[src/sv/ttc_pkg.sv]
// constants and helpers for the three-timer block with target compare
// no dependencies; imported by triple_timer_with_target_compare_top
package ttc_pkg;

  localparam int NumTimers = 3;
  localparam int CntW      = 16;
  localparam int ModeW     = 10;

  localparam logic [1:0] CMD_READ  = 2'd0;
  localparam logic [1:0] CMD_WRITE = 2'd1;
  localparam logic [1:0] CMD_TICK  = 2'd2;
  localparam logic [1:0] CMD_NONE  = 2'd3;

  localparam logic [1:0] REG_COUNT  = 2'd0;
  localparam logic [1:0] REG_MODE   = 2'd1;
  localparam logic [1:0] REG_TARGET = 2'd2;

  localparam int MODE_RST_TGT = 3;
  localparam int MODE_IRQ_TGT = 4;
  localparam int MODE_IRQ_WRP = 5;
  localparam int MODE_GATE    = 8;

  localparam logic [CntW-1:0] CNT_MAX = 16'hFFFF;

  typedef logic [CntW-1:0]  cnt_t;
  typedef logic [ModeW-1:0] mode_t;

  // does the selected source of timer idx follow this tick kind
  function automatic logic src_match(input logic [1:0] idx, input logic [1:0] src,
                                     input logic [1:0] kind);
    logic hit;
    hit = (src == kind);
    unique case (idx)
      2'd0:    src_match = hit && (src == 2'd0 || src == 2'd1);
      2'd1:    src_match = hit && (src == 2'd0 || src == 2'd1 || src == 2'd2);
      2'd2:    src_match = hit && (src == 2'd0 || src == 2'd3);
      default: src_match = 1'b0;
    endcase
  endfunction

endpackage

[src/sv/triple_timer_with_target_compare_top.sv]
// three 16-bit timers with target compare, sticky flags and irq mask
// depends on ttc_pkg
// result: registered, valid in the cycle after the input transfer
// throughput: one item per cycle; an item is taken whenever the result
//   register is empty or its result is taken in the same cycle
// reset: counters, modes, targets and flags go to zero, no result pending
module triple_timer_with_target_compare_top (
  input  logic                 clk,
  input  logic                 rst,
  input  logic                 in_valid,
  output logic                 in_ready,
  input  logic [1:0]           cmd,
  input  logic [1:0]           timer_sel,
  input  logic [1:0]           reg_sel,
  input  ttc_pkg::cnt_t        write_data,
  input  logic [1:0]           clock_kind,
  output logic                 out_valid,
  input  logic                 out_ready,
  output ttc_pkg::cnt_t        read_data,
  output logic [2:0]           irq_mask
);
  import ttc_pkg::*;

  cnt_t  count_value  [NumTimers];
  mode_t mode_bits    [NumTimers];
  cnt_t  target_value [NumTimers];
  logic  target_hit_flag [NumTimers];
  logic  wrap_hit_flag   [NumTimers];

  cnt_t  count_value_next  [NumTimers];
  mode_t mode_bits_next    [NumTimers];
  cnt_t  target_value_next [NumTimers];
  logic  target_hit_flag_next [NumTimers];
  logic  wrap_hit_flag_next   [NumTimers];

  cnt_t       read_data_next;
  logic [2:0] irq_mask_next;
  logic       in_fire;

  assign in_ready = !out_valid || out_ready;
  assign in_fire  = in_valid && in_ready;

  always_comb begin
    logic [1:0]   idx;
    logic         sel;
    logic [CntW:0] inc;
    logic         tgt_hit;
    logic         wrap_hit;
    mode_t        m;
    mode_t        wm;
    read_data_next = '0;
    irq_mask_next  = '0;
    for (int i = 0; i < NumTimers; i++) begin
      idx      = 2'(i);
      sel      = (timer_sel == idx);
      m        = mode_bits[i];
      wm       = write_data[ModeW-1:0];
      inc      = {1'b0, count_value[i]} + {{CntW{1'b0}}, 1'b1};
      tgt_hit  = m[MODE_RST_TGT] && (target_value[i] != '0) &&
                 (inc == {1'b0, target_value[i]});
      wrap_hit = (count_value[i] == CNT_MAX);
      count_value_next[i]     = count_value[i];
      mode_bits_next[i]       = m;
      target_value_next[i]    = target_value[i];
      target_hit_flag_next[i] = target_hit_flag[i];
      wrap_hit_flag_next[i]   = wrap_hit_flag[i];
      unique case (cmd)
        CMD_READ: begin
          if (sel) begin
            unique case (reg_sel)
              REG_COUNT:  read_data_next = count_value[i];
              REG_MODE: begin
                read_data_next = {3'b000, wrap_hit_flag[i], target_hit_flag[i],
                                  (target_hit_flag[i] && m[MODE_IRQ_TGT]) ||
                                  (wrap_hit_flag[i] && m[MODE_IRQ_WRP]), m};
                target_hit_flag_next[i] = 1'b0;
                wrap_hit_flag_next[i]   = 1'b0;
              end
              REG_TARGET: read_data_next = target_value[i];
              default: ;
            endcase
          end
        end
        CMD_WRITE: begin
          if (sel) begin
            unique case (reg_sel)
              REG_COUNT:  count_value_next[i] = write_data;
              REG_MODE: begin
                mode_bits_next[i]       = wm;
                count_value_next[i]     = '0;
                target_hit_flag_next[i] = 1'b0;
                wrap_hit_flag_next[i]   = 1'b0;
                irq_mask_next[i] = wm[MODE_GATE] && wm[MODE_IRQ_TGT] &&
                                   (target_value[i] == '0);
              end
              REG_TARGET: target_value_next[i] = write_data;
              default: ;
            endcase
          end
        end
        CMD_TICK: begin
          if (src_match(idx, m[9:8], clock_kind)) begin
            if (tgt_hit) begin
              target_hit_flag_next[i] = 1'b1;
              count_value_next[i]     = '0;
              irq_mask_next[i]        = m[MODE_IRQ_TGT] && m[MODE_GATE];
            end else if (wrap_hit) begin
              wrap_hit_flag_next[i]   = 1'b1;
              count_value_next[i]     = '0;
              irq_mask_next[i]        = m[MODE_IRQ_WRP] && m[MODE_GATE];
            end else begin
              count_value_next[i]     = inc[CntW-1:0];
            end
          end
        end
        CMD_NONE: ;
        default: ;
      endcase
    end
  end

  always_ff @(posedge clk) begin
    if (rst) begin
      out_valid <= 1'b0;
      for (int i = 0; i < NumTimers; i++) begin
        count_value[i]     <= '0;
        mode_bits[i]       <= '0;
        target_value[i]    <= '0;
        target_hit_flag[i] <= 1'b0;
        wrap_hit_flag[i]   <= 1'b0;
      end
    end else begin
      if (in_fire) begin
        out_valid <= 1'b1;
        for (int i = 0; i < NumTimers; i++) begin
          count_value[i]     <= count_value_next[i];
          mode_bits[i]       <= mode_bits_next[i];
          target_value[i]    <= target_value_next[i];
          target_hit_flag[i] <= target_hit_flag_next[i];
          wrap_hit_flag[i]   <= wrap_hit_flag_next[i];
        end
      end else if (out_ready) begin
        out_valid <= 1'b0;
      end
    end
  end

  // result register
  always_ff @(posedge clk) begin
    if (in_fire) begin
      read_data <= read_data_next;
      irq_mask  <= irq_mask_next;
    end
  end

endmodule
[config.mk]
export PLATFORM = sky130hd
export DESIGN_NAME = triple_timer_with_target_compare_top
export DESIGN_NICKNAME = d
export VERILOG_FILES = /design/src/sv/ttc_pkg.sv /design/src/sv/triple_timer_with_target_compare_top.sv
export SDC_FILE = /design/constraint.sdc
export NUM_CORES = 1
export LEC_CHECK = 0
export ABC_CLOCK_PERIOD_IN_PS = 10400
export BUFFER_PORTS_ARGS = -buffer_cell sky130_fd_sc_hd__buf_4
export CAP_MARGIN = 20
export CORE_MARGIN = 4
export CORE_UTILIZATION = 30
export DETAILED_ROUTE_END_ITERATION = 10
export PLACE_DENSITY = 0.43
export SYNTH_ARGS = -nofsm -noshare
export SYNTH_HDL_FRONTEND = slang
export SYNTH_SLANG_ARGS = --single-unit
[constraint.sdc]
create_clock -name clk -period 10.4 [get_ports clk]
set_input_delay 2.08 -clock clk [delete_from_list [all_inputs] [get_ports clk]]
set_output_delay 2.08 -clock clk [all_outputs]
set_load 0.005 [all_outputs]
==> flow_summary_export.csv <==
group,metric,value,unit
critical_path,critical_path_arrival,4750,ps
synthesis,synthArstFlopShare,0,%
timing,worst_slack,5760,ps
min_path,hold_start,"out_valid",
synthesis,postSynthNetCount,981,
critical_path,crit_type,"input port to flop",
timing,period_minus_slack,4640,ps
cells_and_area,antennaDiodeCount,0,
power_and_ir_drop,irDropWorstVdd,0.125,mV
cts,clkTransAtPathRegs,60,ps
place,port-buffer-count,48,
critical_path,r2r_slack,6430,ps
timing,grt_setup_unrepaired,"false",
cts,cts_max_path_buffers,2,
critical_path,path_delay_family,"simple AND/OR/NAND/NOR gates",
place,dpl_worst_slack,5540,ps
min_path,hold_depth,2,
global_routing,antenna_found_initial,1,
critical_path,cpMaxStageDelayCell,"nor2b_2",
critical_path,crit_fanout,40,
timing,hold_violations,0,
global_routing,gr-usage-all-layers,22.3,%
routing,detail-route-antenna-nets,0,
cts,numCtsBuffers,17,
floorplan,initial_core_util,30.6,%
timing,max_slew_margin,27.1,%
floorplan,die_w,188,um
global_routing,grt_max_degree,48,
synthesis,yosysWarnings,0,
cells_and_area,final_cell_mix,"151 x edfxtp_1, 85 x nor2_1, 64 x nand2_1",
routing,drt_iter0_drc,950,
floorplan,io_pins,49,
outcome,status,"complete, no violations",
critical_path,r2r_start,"count_value[0][0]",
routing,wl_per_cell,29.1,um
synthesis,synth_cells,947,
critical_path,cp_common_cell,"buf_4",
critical_path,crit_chain,"buf_4 -> buf_4 -> nor2b_2 -> buf_4 -> a21oi_1 -> a21oi_1 -> nor2_1 -> nor3_1",
cts,htreeDepth,4,
critical_path,end_kind,"flop",
synthesis,synth-seq-area-share,47.1,%
cts,cts_tree,"built",
global_routing,grt_overflow_total,0,
cts,root_buffer,"clkbuf_16",
power_and_ir_drop,power_density,154,nW/um2
critical_path,max_stage_delay,710,ps
synthesis,synthDistinctLibCells,72,
synthesis,syn-cell-area,9670,um2
critical_path,crit_buf_inv,3,
timing,fmax,0.216,GHz
timing,slew_viol_final,0,
cts,ctsHoldBuffers,0,
global_routing,grt_pass1_vias,7819,
min_path,hold_path_class,"flop to flop",
cts,post_cts_buffers,0,
routing,via_per_inst,5.95,
floorplan,core,31600,um2
cells_and_area,final_nets,995,
cells_and_area,final_common_cell,"edfxtp_1",
floorplan,die_h,188,um
cts,worst_skew_pair.late_latency,430,ps
critical_path,r2r-end,"count_value[0][6]",
routing,drc_errors,0,
critical_path,path_depth,8,
floorplan,die_area,35200,um2
timing,clock_skew,12.3,ps
power_and_ir_drop,leakagePower,3.75,nW
critical_path,r2r_cells,8,
routing,routed_wl,40000,um
routing,vias,8177,
global_routing,grt_pass1_wl,57200,um
min_path,min_to,"out_valid",
critical_path,crit_path_start_kind,"input port",
synthesis,synth-seq-cells,152,
cells_and_area,syn2layout_area_growth,13.0,%
cells_and_area,drive_gt1_share,12.1,%
synthesis,synth_edf_count,151,
critical_path,crit_required,10510,ps
routing,firstDrtPassIters,5,
timing,finalSetupTns,0,ps
cts,cts_repair_resize_count,0,
place,place.detailed.hpwl,30400,um
timing,setup_viol,0,
synthesis,ys.flop_type,"edfxtp_1",
cts,cts.sinks,152,
timing,worstMarginPinSlew,1090,ps
job,max_cap_violations,0,
place,place_congestion,0.931,
floorplan,rows,65,
synthesis,avgSynthCellArea,10.2,um2
timing,fin_crit_sh,44.6,%
-- sequential cells by signal, summed over array words and instances (netlist names) --
register	flops
mode_bits	30
target_hit_flag	3
wrap_hit_flag	3
irq_mask	3
out_valid	1
read_data	16
target_value	48
count_value	48
-- through the flow --
stage	hold WS, ps	area, um2	util (%)	std cells	total power [mW]
3_5_place_dp	534	10400	32.7	1344	1.07
4_1_cts	542	10900	34.5	1375	1.68
2_1_floorplan	537	9670	-	947	0.949
3_3_place_gp	527	10400	32.7	1344	1.08
6_report	537	10900	34.5	1375	1.68
5_1_grt	590	10900	34.5	1375	1.73
-- cell type report --
class	instances	area, um2
Multi-Input combinational cell	713	4780
Inverter	15	56.3
Clock buffer	19	433
Timing Repair Buffer	62	465
Tap cell	402	503
Clock inverter	12	130
Fill cell	3207	20700
Sequential cell	152	4550
-- routing by layer --
layer  vias to the layer above  track usage, %  part of all wire (%)
li1                       3629               -                     -
met1                      4090            31.6                    44
met2                       389            33.5                    44
met3                        69            4.37                   7.6
met4                         0            8.75                   4.0
met5                         -               0                     0
-- cells in the mapped netlist, types with 4 or more instances --
library cell / n / area share [%]
and2_1: 14 / 0.91
nand2b_1: 8 / 0.52
nor2_1: 85 / 3.3
clkbuf_1: 51 / 2.0
and4_1: 9 / 0.82
nor4_1: 25 / 1.6
o21ai_0: 45 / 2.3
xor2_1: 33 / 3.0
or3_1: 4 / 0.26
xnor2_1: 56 / 5.1
o21a_1: 8 / 0.62
edfxtp_1: 151 / 47
nor2b_1: 7 / 0.45
nand3_1: 35 / 1.8
buf_1: 4 / 0.16
o31ai_1: 31 / 2.4
nor3_1: 12 / 0.62
ha_1: 6 / 0.78
o221ai_1: 5 / 0.45
nand2_1: 64 / 2.5
buf_2: 6 / 0.31
or4_1: 7 / 0.54
a21oi_1: 42 / 2.2
nand4_1: 23 / 1.5
and3_1: 31 / 2.0
a22oi_1: 4 / 0.31
a31oi_1: 10 / 0.65
o22ai_1: 7 / 0.45
or2_2: 5 / 0.32
mux2i_1: 47 / 4.9
o2111ai_1: 4 / 0.36
inv_1: 15 / 0.58
a211oi_1: 30 / 2.3
-- cell families after synthesis --
group	after synthesis	share of synthesized area [%]
muxes	50	5.21
AOI/OAI and AO/OA	212	14.4
DFF	152	47.1
buffers and inverters	82	3.74
xor gates and xnor gates	94	9.30
and+or+nand+nor	350	19.4
adders and majority gates	7	0.880
-- where the power goes --
part,switching (mW),internal [mW],leakage [nW]
combinational,0.160,0.0995,1.92
sequential,0.0798,0.727,1.56
clock,0.263,0.352,0.273
total,0.504,1.18,3.75
-- worst max-delay path by stage --
stage	slack, ps	start	to
final	5760	reg_sel[1]	read_data[3]
after global routing	5800	out_ready	in_ready
after CTS	5830	out_ready	in_ready
after detailed placement	5540	reg_sel[1]	read_data[3]
after global placement	5630	reg_sel[1]	read_data[3]
after floorplan	5440	reg_sel[1]	target_value[0][0]
-- tightest hold or removal path: cells and delay by family, from the launching register on --
kind | cells | cell delay, ps
simple gates | 1 | 100
flops | 1 | 310
compound gates | 1 | 80
(Power assumes the default switching activity.)
